## src/sv/lsch_pkg.sv

```systemverilog
// ----------------------------------------------------------------------------
// Lottery scheduler package
// Request and result types, field widths and codes shared by the scheduler.
// ----------------------------------------------------------------------------
`default_nettype none

package lsch_pkg;

    localparam int DEF_SLOTS       = 16;
    localparam int DEF_TICKET_BITS = 16;

    localparam int SLOT_IDX_W = 4;
    localparam int TK_IN_W    = 16;
    localparam int RND_W      = 32;
    localparam int TOT_OUT_W  = 20;

    localparam logic [TOT_OUT_W-1:0] TOTAL_MAX = '1;

    localparam logic REQ_WRITE = 1'b0;
    localparam logic REQ_DRAW  = 1'b1;

    typedef struct packed {
        logic                  req_type;
        logic [SLOT_IDX_W-1:0] slot_index;
        logic [TK_IN_W-1:0]    ticket_count;
        logic                  is_waiting;
        logic [RND_W-1:0]      random_value;
    } t_req;

    typedef struct packed {
        logic [SLOT_IDX_W-1:0] chosen_slot;
        logic                  found;
        logic [TOT_OUT_W-1:0]  ticket_total;
    } t_res;

endpackage

`default_nettype wire

```

## src/sv/lsch_store.sv

```systemverilog
// ----------------------------------------------------------------------------
// Lottery scheduler slot store
// Ticket and waiting memory with one write port and one registered read port;
// per-slot valid bits make unwritten slots read as zero tickets, waiting.
// ----------------------------------------------------------------------------
`default_nettype none

module lsch_store
    import lsch_pkg::*;
#(
    parameter int SLOTS       = DEF_SLOTS,
    parameter int TICKET_BITS = DEF_TICKET_BITS,
    localparam int IDX_W      = $clog2(SLOTS)
) (
    input  wire logic                   i_clk,
    input  wire logic                   i_rst_n,
    input  wire logic                   i_wr_en,
    input  wire logic [IDX_W-1:0]       i_wr_addr,
    input  wire logic [TICKET_BITS-1:0] i_wr_tickets,
    input  wire logic                   i_wr_waiting,
    input  wire logic [IDX_W-1:0]       i_rd_addr,
    output logic      [TICKET_BITS-1:0] o_rd_tickets,
    output logic                        o_rd_waiting
);

    logic [TICKET_BITS-1:0] r_mem_tk [SLOTS];
    logic                   r_mem_wt [SLOTS];
    logic [SLOTS-1:0]       r_vld;
    logic [TICKET_BITS-1:0] r_rd_tk;
    logic                   r_rd_wt;
    logic                   r_rd_hit;

    always_ff @(posedge i_clk) begin
        if (i_wr_en) begin
            r_mem_tk[i_wr_addr] <= i_wr_tickets;
            r_mem_wt[i_wr_addr] <= i_wr_waiting;
        end
        r_rd_tk <= r_mem_tk[i_rd_addr];
        r_rd_wt <= r_mem_wt[i_rd_addr];
    end

    always_ff @(posedge i_clk) begin
        if (!i_rst_n) begin
            r_vld    <= '0;
            r_rd_hit <= 1'b0;
        end else begin
            if (i_wr_en) begin
                r_vld[i_wr_addr] <= 1'b1;
            end
            r_rd_hit <= r_vld[i_rd_addr];
        end
    end

    // unwritten slots hold the reset entry
    assign o_rd_tickets = r_rd_hit ? r_rd_tk : '0;
    assign o_rd_waiting = r_rd_hit ? r_rd_wt : 1'b1;

endmodule

`default_nettype wire

```

## src/sv/lsch_mod.sv

```systemverilog
// ----------------------------------------------------------------------------
// Lottery scheduler serial modulo
// Restoring remainder: shifts the random word in one bit per cycle and
// subtracts the divisor whenever the partial remainder reaches it.
// ----------------------------------------------------------------------------
`default_nettype none

module lsch_mod
    import lsch_pkg::*;
#(
    parameter int TOT_W = DEF_TICKET_BITS + $clog2(DEF_SLOTS)
) (
    input  wire logic             i_clk,
    input  wire logic             i_rst_n,
    input  wire logic             i_start,
    input  wire logic [RND_W-1:0] i_dividend,
    input  wire logic [TOT_W-1:0] i_divisor,
    output logic                  o_done,
    output logic      [TOT_W-1:0] o_rem
);

    localparam int CNT_W = $clog2(RND_W);

    logic             r_run;
    logic             r_done;
    logic [CNT_W-1:0] r_cnt;
    logic [RND_W-1:0] r_dvd;
    logic [TOT_W-1:0] r_dvs;
    logic [TOT_W-1:0] r_rem;
    logic [TOT_W:0]   w_sh;
    logic [TOT_W-1:0] n_rem;

    always_comb begin
        w_sh = {r_rem, r_dvd[RND_W-1]};
        if (w_sh >= {1'b0, r_dvs}) begin
            n_rem = TOT_W'(w_sh - {1'b0, r_dvs});
        end else begin
            n_rem = w_sh[TOT_W-1:0];
        end
    end

    always_ff @(posedge i_clk) begin
        if (!i_rst_n) begin
            r_run  <= 1'b0;
            r_done <= 1'b0;
            r_cnt  <= '0;
        end else begin
            r_done <= 1'b0;
            if (i_start) begin
                r_run <= 1'b1;
                r_cnt <= '0;
            end else if (r_run) begin
                r_cnt <= r_cnt + 1'b1;
                if (r_cnt == CNT_W'(RND_W - 1)) begin
                    r_run  <= 1'b0;
                    r_done <= 1'b1;
                end
            end
        end
    end

    always_ff @(posedge i_clk) begin
        if (i_start) begin
            r_dvd <= i_dividend;
            r_dvs <= i_divisor;
            r_rem <= '0;
        end else if (r_run) begin
            r_dvd <= {r_dvd[RND_W-2:0], 1'b0};
            r_rem <= n_rem;
        end
    end

    assign o_done = r_done;
    assign o_rem  = r_rem;

endmodule

`default_nettype wire

```

## src/sv/lottery_scheduler_top.sv

```systemverilog
// ----------------------------------------------------------------------------
// Lottery scheduler
// Slot table of ticket counts and waiting flags; a draw request sums the
// tickets in play, reduces the random word modulo the sum and walks the
// slots to find the winner.
//
//   Channel   Strobe    Taken at edge with     Payload
//   request   i_start   i_start && !o_busy     i_req (t_req)
//   result    o_valid   every strobe cycle     o_res (t_res)
//
// An update request gives no result; o_busy stays low.
// A draw raises o_valid once it has summed over the store's registered read
// port, checked the sum in one state, run the 32-step bit-serial modulo to
// its done strobe and walked the slots up to the winner. A zero sum skips
// the modulo and the walk and answers from the check state. Synchronous
// active-low reset empties the table (all slots read as zero tickets,
// waiting). The result cannot be stalled.
// ----------------------------------------------------------------------------
`default_nettype none

module lottery_scheduler_top
    import lsch_pkg::*;
#(
    parameter int SLOTS       = DEF_SLOTS,
    parameter int TICKET_BITS = DEF_TICKET_BITS
) (
    input  wire logic i_clk,
    input  wire logic i_rst_n,
    input  wire logic i_start,
    output logic      o_busy,
    input  wire t_req i_req,
    output logic      o_valid,
    output t_res      o_res
);

    localparam int IDX_W = $clog2(SLOTS);
    localparam int CNT_W = IDX_W + 1;
    localparam int TOT_W = TICKET_BITS + IDX_W;
    localparam int XW    = (TOT_W > TOT_OUT_W) ? TOT_W : TOT_OUT_W;

    typedef enum logic [2:0] {
        S_IDLE,
        S_SUM,
        S_CHK,
        S_DIV,
        S_WALK
    } t_state_e;

    t_state_e               r_state;
    logic [CNT_W-1:0]       r_cnt;
    logic [RND_W-1:0]       r_rnd;
    logic [TOT_W-1:0]       r_sum;
    logic [TOT_W-1:0]       r_run;
    logic [TOT_W-1:0]       r_pick;
    logic                   r_valid;
    t_res                   r_res;

    logic                   w_accept;
    logic                   w_wr_en;
    logic [TICKET_BITS-1:0] w_rd_tk;
    logic                   w_rd_wt;
    logic                   w_div_start;
    logic                   w_div_done;
    logic [TOT_W-1:0]       w_rem;
    logic                   w_in_play;
    logic                   w_last;
    logic [TOT_W-1:0]       n_sum;
    logic [TOT_W-1:0]       n_run;
    logic                   w_hit;
    logic [XW-1:0]          w_sum_x;
    logic [TOT_OUT_W-1:0]   w_total;
    logic [SLOT_IDX_W-1:0]  w_winner;

    assign w_accept = i_start && (r_state == S_IDLE);
    assign w_wr_en  = w_accept && (i_req.req_type == REQ_WRITE)
                      && (32'(i_req.slot_index) < SLOTS);

    lsch_store #(
        .SLOTS       (SLOTS),
        .TICKET_BITS (TICKET_BITS)
    ) u_store (
        .i_clk        (i_clk),
        .i_rst_n      (i_rst_n),
        .i_wr_en      (w_wr_en),
        .i_wr_addr    (IDX_W'(i_req.slot_index)),
        .i_wr_tickets (TICKET_BITS'(i_req.ticket_count)),
        .i_wr_waiting (i_req.is_waiting),
        .i_rd_addr    (r_cnt[IDX_W-1:0]),
        .o_rd_tickets (w_rd_tk),
        .o_rd_waiting (w_rd_wt)
    );

    assign w_div_start = (r_state == S_CHK) && (r_sum != '0);

    lsch_mod #(
        .TOT_W (TOT_W)
    ) u_mod (
        .i_clk      (i_clk),
        .i_rst_n    (i_rst_n),
        .i_start    (w_div_start),
        .i_dividend (r_rnd),
        .i_divisor  (r_sum),
        .o_done     (w_div_done),
        .o_rem      (w_rem)
    );

    // read data trails the address through the store's read register
    always_comb begin
        w_in_play = (r_cnt != '0) && !w_rd_wt;
        w_last    = (r_cnt == CNT_W'(SLOTS));
        n_sum     = w_in_play ? TOT_W'(r_sum + TOT_W'(w_rd_tk)) : r_sum;
        n_run     = w_in_play ? TOT_W'(r_run + TOT_W'(w_rd_tk)) : r_run;
        w_hit     = w_in_play && (r_pick < n_run);
        w_sum_x   = XW'(r_sum);
        w_total   = (w_sum_x > XW'(TOTAL_MAX)) ? TOTAL_MAX : w_sum_x[TOT_OUT_W-1:0];
        w_winner  = SLOT_IDX_W'(IDX_W'(r_cnt - 1'b1));
    end

    always_ff @(posedge i_clk) begin
        if (!i_rst_n) begin
            r_state <= S_IDLE;
            r_valid <= 1'b0;
            r_cnt   <= '0;
        end else begin
            r_valid <= 1'b0;
            unique case (r_state)
                S_IDLE: begin
                    if (w_accept && (i_req.req_type == REQ_DRAW)) begin
                        r_rnd   <= i_req.random_value;
                        r_sum   <= '0;
                        r_cnt   <= '0;
                        r_state <= S_SUM;
                    end
                end
                S_SUM: begin
                    r_sum <= n_sum;
                    if (w_last) begin
                        r_state <= S_CHK;
                    end else begin
                        r_cnt <= r_cnt + 1'b1;
                    end
                end
                S_CHK: begin
                    if (r_sum == '0) begin
                        r_valid           <= 1'b1;
                        r_res.chosen_slot <= '0;
                        r_res.found       <= 1'b0;
                        r_res.ticket_total <= '0;
                        r_state           <= S_IDLE;
                    end else begin
                        r_state <= S_DIV;
                    end
                end
                S_DIV: begin
                    if (w_div_done) begin
                        r_pick  <= w_rem;
                        r_run   <= '0;
                        r_cnt   <= '0;
                        r_state <= S_WALK;
                    end
                end
                S_WALK: begin
                    r_run <= n_run;
                    if (w_hit || w_last) begin
                        r_valid            <= 1'b1;
                        r_res.chosen_slot  <= w_hit ? w_winner : '0;
                        r_res.found        <= w_hit;
                        r_res.ticket_total <= w_total;
                        r_state            <= S_IDLE;
                    end else begin
                        r_cnt <= r_cnt + 1'b1;
                    end
                end
                default: begin
                    r_state <= S_IDLE;
                end
            endcase
        end
    end

    assign o_busy  = (r_state != S_IDLE);
    assign o_valid = r_valid;
    assign o_res   = r_res;

    a_valid_single: assert property (@(posedge i_clk) disable iff (!i_rst_n)
        o_valid |=> !o_valid)
        else $error("result strobe held longer than one cycle");

    a_valid_idle: assert property (@(posedge i_clk) disable iff (!i_rst_n)
        o_valid |-> !o_busy)
        else $error("result shown while a draw is still running");

    a_found_total: assert property (@(posedge i_clk) disable iff (!i_rst_n)
        (o_valid && o_res.found) |-> (o_res.ticket_total != '0))
        else $error("winner reported with no tickets in play");

    a_draw_busy: assert property (@(posedge i_clk) disable iff (!i_rst_n)
        (i_start && !o_busy && (i_req.req_type == REQ_DRAW)) |=> o_busy)
        else $error("draw request accepted without going busy");

    a_div_state: assert property (@(posedge i_clk) disable iff (!i_rst_n)
        w_div_done |-> (r_state == S_DIV))
        else $error("modulo finished outside its wait state");

endmodule

`default_nettype wire
```

## config.mk

```make
export PLATFORM = sky130hd
export DESIGN_NAME = lottery_scheduler_top
export DESIGN_NICKNAME = d
export VERILOG_FILES = /design/src/sv/lsch_pkg.sv /design/src/sv/lsch_store.sv /design/src/sv/lsch_mod.sv /design/src/sv/lottery_scheduler_top.sv
export SDC_FILE = /design/constraint.sdc
export NUM_CORES = 1
export LEC_CHECK = 0
export ABC_AREA = 1
export BUFFER_PORTS_ARGS = -buffer_cell sky130_fd_sc_hd__buf_2
export CORE_MARGIN = 2
export CORE_UTILIZATION = 40
export CTS_BUF_LIST = sky130_fd_sc_hd__clkbuf_4 sky130_fd_sc_hd__clkbuf_8
export DETAILED_ROUTE_END_ITERATION = 6
export PLACE_DENSITY_LB_ADDON = 0.1
export SYNTH_ARGS = -nofsm -noshare
export SYNTH_HDL_FRONTEND = slang
export SYNTH_SLANG_ARGS = --single-unit
export TNS_END_PERCENT = 50
```

## constraint.sdc

```tcl
create_clock -name i_clk -period 8.1 [get_ports i_clk]
set_input_delay 0 -clock i_clk [delete_from_list [all_inputs] [get_ports i_clk]]
set_output_delay 0 -clock i_clk [all_outputs]
set_load 0.02 [all_outputs]
```

==> qor.csv <==
metric;value;unit
Tcrit/Tclk final;0.669;
worst slew pin tran;1100;ps
Max VDD drop;249;uV
DR iter-0 viols;1320;
CP Capture Type;flip-flop;
io pins;84;
Final Hold Viols;0;
Cell variety after synth;50;
synthesized area;0.0230;sq mm
critical path data required time;8380;ps
CTS root buf;clkbuf_8;
Reg power frac;0.407;
Antenna Nets Post-Route;0;
Synth Area in Adders;0.0379;
number of remaining DRC errors;0;
first-pass GRT wire length;95.9;mm
Synth Flop Type;edfxtp_1;
share of layout cells above drive strength 1;0.142;
slowest stage cell, crit path;dfxtp_1;
Syn Area/Cell;10.6;sq um
grt total ovfl;0;
filler cell count;5279;
outcome;completed;
post-CTS setup buffer count;0;
chip width;244;um
Crit Path Max Fanout;25;
sequential area share after synthesis;0.637;
Post-synth EDFFs;441;
crit path launch type;flip-flop;
hold path cells;2;
PwrDens;310;mW/mm^2
Initial Util;0.406;
final setup vio count;0;
crit path DAT;5700;ps
reg2reg end;o_res[12]$_SDFFCE_PN0P_;
via count;16637;
area grow syn2layout;17.6;%
Vias/cell;5.20;
CTS tree;yes;
CP max stage delay;890;ps
Max Cap Viol;0;
worst min-delay path class;primary input to flip-flop;
Async S/R FF share, synth;0;
Synth Instances;2176;
register bit total from synthesis;511;
Sw Pwr;3050;uW
Non-Filler Instances;3201;
post-DP HPWL;38.2;mm
Synth Warn #;0;
Die Height;244;um
post-layout util;0.478;
final instance area;0.0270;sq mm
syn_nets;2302;
largest net degree at the start of global routing;97;
minimum clock period;5420;ps
vias in the first global route;16254;
Post-DP Area;0.0242;sq mm
worst skew pair latency;700;ps
Hold-fix buffers, CTS;83;
Hold Crit Endpoint;r_rnd[0]$_DFFE_PP_;
max_slew headroom;0.263;
GRT Total Usage;0.211;
Core ar.;0.0566;sq mm
Max Root-Sink Buffers;3;
row count;87;
critical path type;flip-flop to flip-flop;
clock-pin slew on the worst setup and hold paths;60;ps
skew final;49.3;ps
switching portion of total power;0.364;
P_int;5330;uW
dpl cells;2946;
Synth Area in Simple Gates;0.156;
FF-to-FF setup slack;2680;ps
Routed WL;62.6;mm
critical path, cell by cell;nand2_1 > inv_1 > ha_1 > nand2_1 > nor4_1 > nand3_1 > nand3_1 > nand2_1 > xnor2_1 > inv_1 > ha_1 > nand2_1 > nor2_1 > nand2_1 > o2111ai_1 > nor2_1 > nand2_1 > nand2_1 > nand2_2 > o21ai_1 > nand2_1 > inv_1;
complex-gate fraction of the synthesized area;0.116;
Fmax;184;MHz
CTS buffer count;90;
Clock power frac;0.304;
Die ar.;0.0594;sq mm
Comb pwr share;0.289;
RSZ-0062 raised after global routing;false;
Layout Nets;2491;
RD Place Congestion;0.865;
port bufs;83;
initial antenna violation count;3;
worst r2r src;u_store.r_rd_hit$_SDFF_PN0_;
setup_tns;0;ps
First-pass DRT Iterations;5;
Post-CTS Resized;0;
mux cell area share after synthesis;0;
worst r2r path cells;22;
Slew Limit Fails;0;
H-tree depth;3;
largest family of logic cells by synthesized area;simple AND/OR/NAND/NOR gates;
Leakage;0.0106;uW
detailed-route wire length per cell;19.6;um
# clock sinks;511;
hold path start;i_req[0];
Top cell by count, worst path;nand2_1;
Synth Area in XOR/XNOR;0.00838;
-- worst max-delay path by stage --
stage | endpoint | slack [ps] | start | cells after the start
3_5_place_dp | o_res[12]$_SDFFCE_PN0P_ | 2690 | r_cnt[0]$_SDFFE_PN0P_ | 19
2_1_floorplan | o_res[0]$_SDFFCE_PN0P_ | 4060 | r_cnt[0]$_SDFFE_PN0P_ | 23
6_report | o_res[12]$_SDFFCE_PN0P_ | 2680 | u_store.r_rd_hit$_SDFF_PN0_ | 22
5_1_grt | o_res[13]$_SDFFCE_PN0P_ | 1950 | u_store.r_rd_hit$_SDFF_PN0_ | 22
4_1_cts | o_res[21]$_SDFFCE_PN0P_ | 2630 | r_cnt[0]$_SDFFE_PN0P_ | 19
3_3_place_gp | o_res[12]$_SDFFCE_PN0P_ | 2740 | u_store.r_rd_hit$_SDFF_PN0_ | 22
-- logic make-up after synthesis --
kind of cell	Yosys count
buffers and inverters	263
and+or+nand+nor	856
DFF	511
adders and majority gates	69
xor gates and xnor gates	22
AOI/OAI and AO/OA	455
-- state kept, by name, indices dropped and copies added (netlist names), 3 cells and up --
name	cells
r_sum	20
u_mod.r_dvd	32
u_store.r_mem_wt	16
r_run	20
r_cnt	5
u_store.r_rd_tk	16
u_store.r_mem_tk	256
r_rnd	32
u_mod.o_rem	20
u_store.r_vld	16
r_state	3
r_pick	20
u_mod.r_dvs	20
u_mod.r_cnt	5
o_res	25
-- cell type report --
cell class	count	area (sq um)	share of cell area
sequential	511	14700	0.542
multi-input combinational	1402	7430	0.275
clock buffer	140	1710	0.0631
timing repair buffer	185	1390	0.0513
tap	756	946	0.0350
inverter	175	659	0.0244
clock inverter	30	260	0.00962
antenna	2	5.00	0.000185
-- synth_stat cells, drive strengths merged (12+ instances only) --
library cell    n  area share
clkbuf         74       0.012
o211ai         21      0.0069
o21ai         232       0.051
o22ai          16      0.0044
nand3          89       0.020
xor2           13      0.0050
o221ai         57       0.022
edfxtp        441        0.58
nor2          339       0.057
buf            14      0.0041
nand2         378       0.066
nor4           12      0.0033
ha             68       0.037
inv           173       0.028
dfxtp          70       0.061
a21oi         102       0.023
nand4          12      0.0033
-- cells in the final DEF, fill, tap and decap left out, drive strengths merged --
master       count
bufinv           2
o211ai          21
nand4           12
nor2           339
clkbuf         140
and3             1
dfxtp           70
a22oi            1
nor3b            2
nand3b           3
a21boi           1
o2111ai          2
clkinv          23
diode            2
inv            178
a21oi          102
o221ai          57
a21o             6
edfxtp         441
clkinvlp         2
a211oi           1
xnor2            9
nor4            12
o21ai          232
o22ai           16
xor2            13
o311ai           1
nor3            11
buf            102
ha              68
a31oi            4
o21bai           5
fa               1
or2              9
nand3           89
o21a             6
nand2          378
dlygate4sd3     83
-- worst max-delay path, delay by kind of cell (launching register included) --
| kind | cells | cell delay, ps |
|---|---|---|
| and+or+nand+nor | 14 | 2110 |
| buffers and inverters | 3 | 1090 |
| DFF | 1 | 890 |
| adders and majority gates | 2 | 500 |
| AOI/OAI and AO/OA | 2 | 250 |
| xor gates and xnor gates | 1 | 150 |
-- power groups by stage --
stage / logic (uW) / clock network (uW) / registers [uW]
floorplan: 1770 / 0 / 3300
global placement: 2380 / 0 / 3470
detailed placement: 2380 / 0 / 3470
CTS: 2430 / 2610 / 3420
global route: 2720 / 2730 / 3440
finish: 2420 / 2550 / 3410
-- per-layer routing --
metal / global-route usage / up-vias / share of wire
li1: - / 8061 / -
met1: 0.304 / 8059 / 0.48
met2: 0.323 / 406 / 0.45
met3: 0.0375 / 109 / 0.050
met4: 0.0646 / 2 / 0.025
met5: 0 / - / 0.00018
-- per-stage QoR --
step | hold slack (ps) | setup slack, ps | total power [uW]
after floorplan | 98.9 | 4060 | 5070
after global placement | 178 | 2740 | 5850
after detailed placement | 178 | 2690 | 5850
after CTS | 2.86 | 2630 | 8460
after global routing | -0.795 | 1950 | 8890
final | 69.1 | 2680 | 8380
Power figures use the tool's default switching activity.
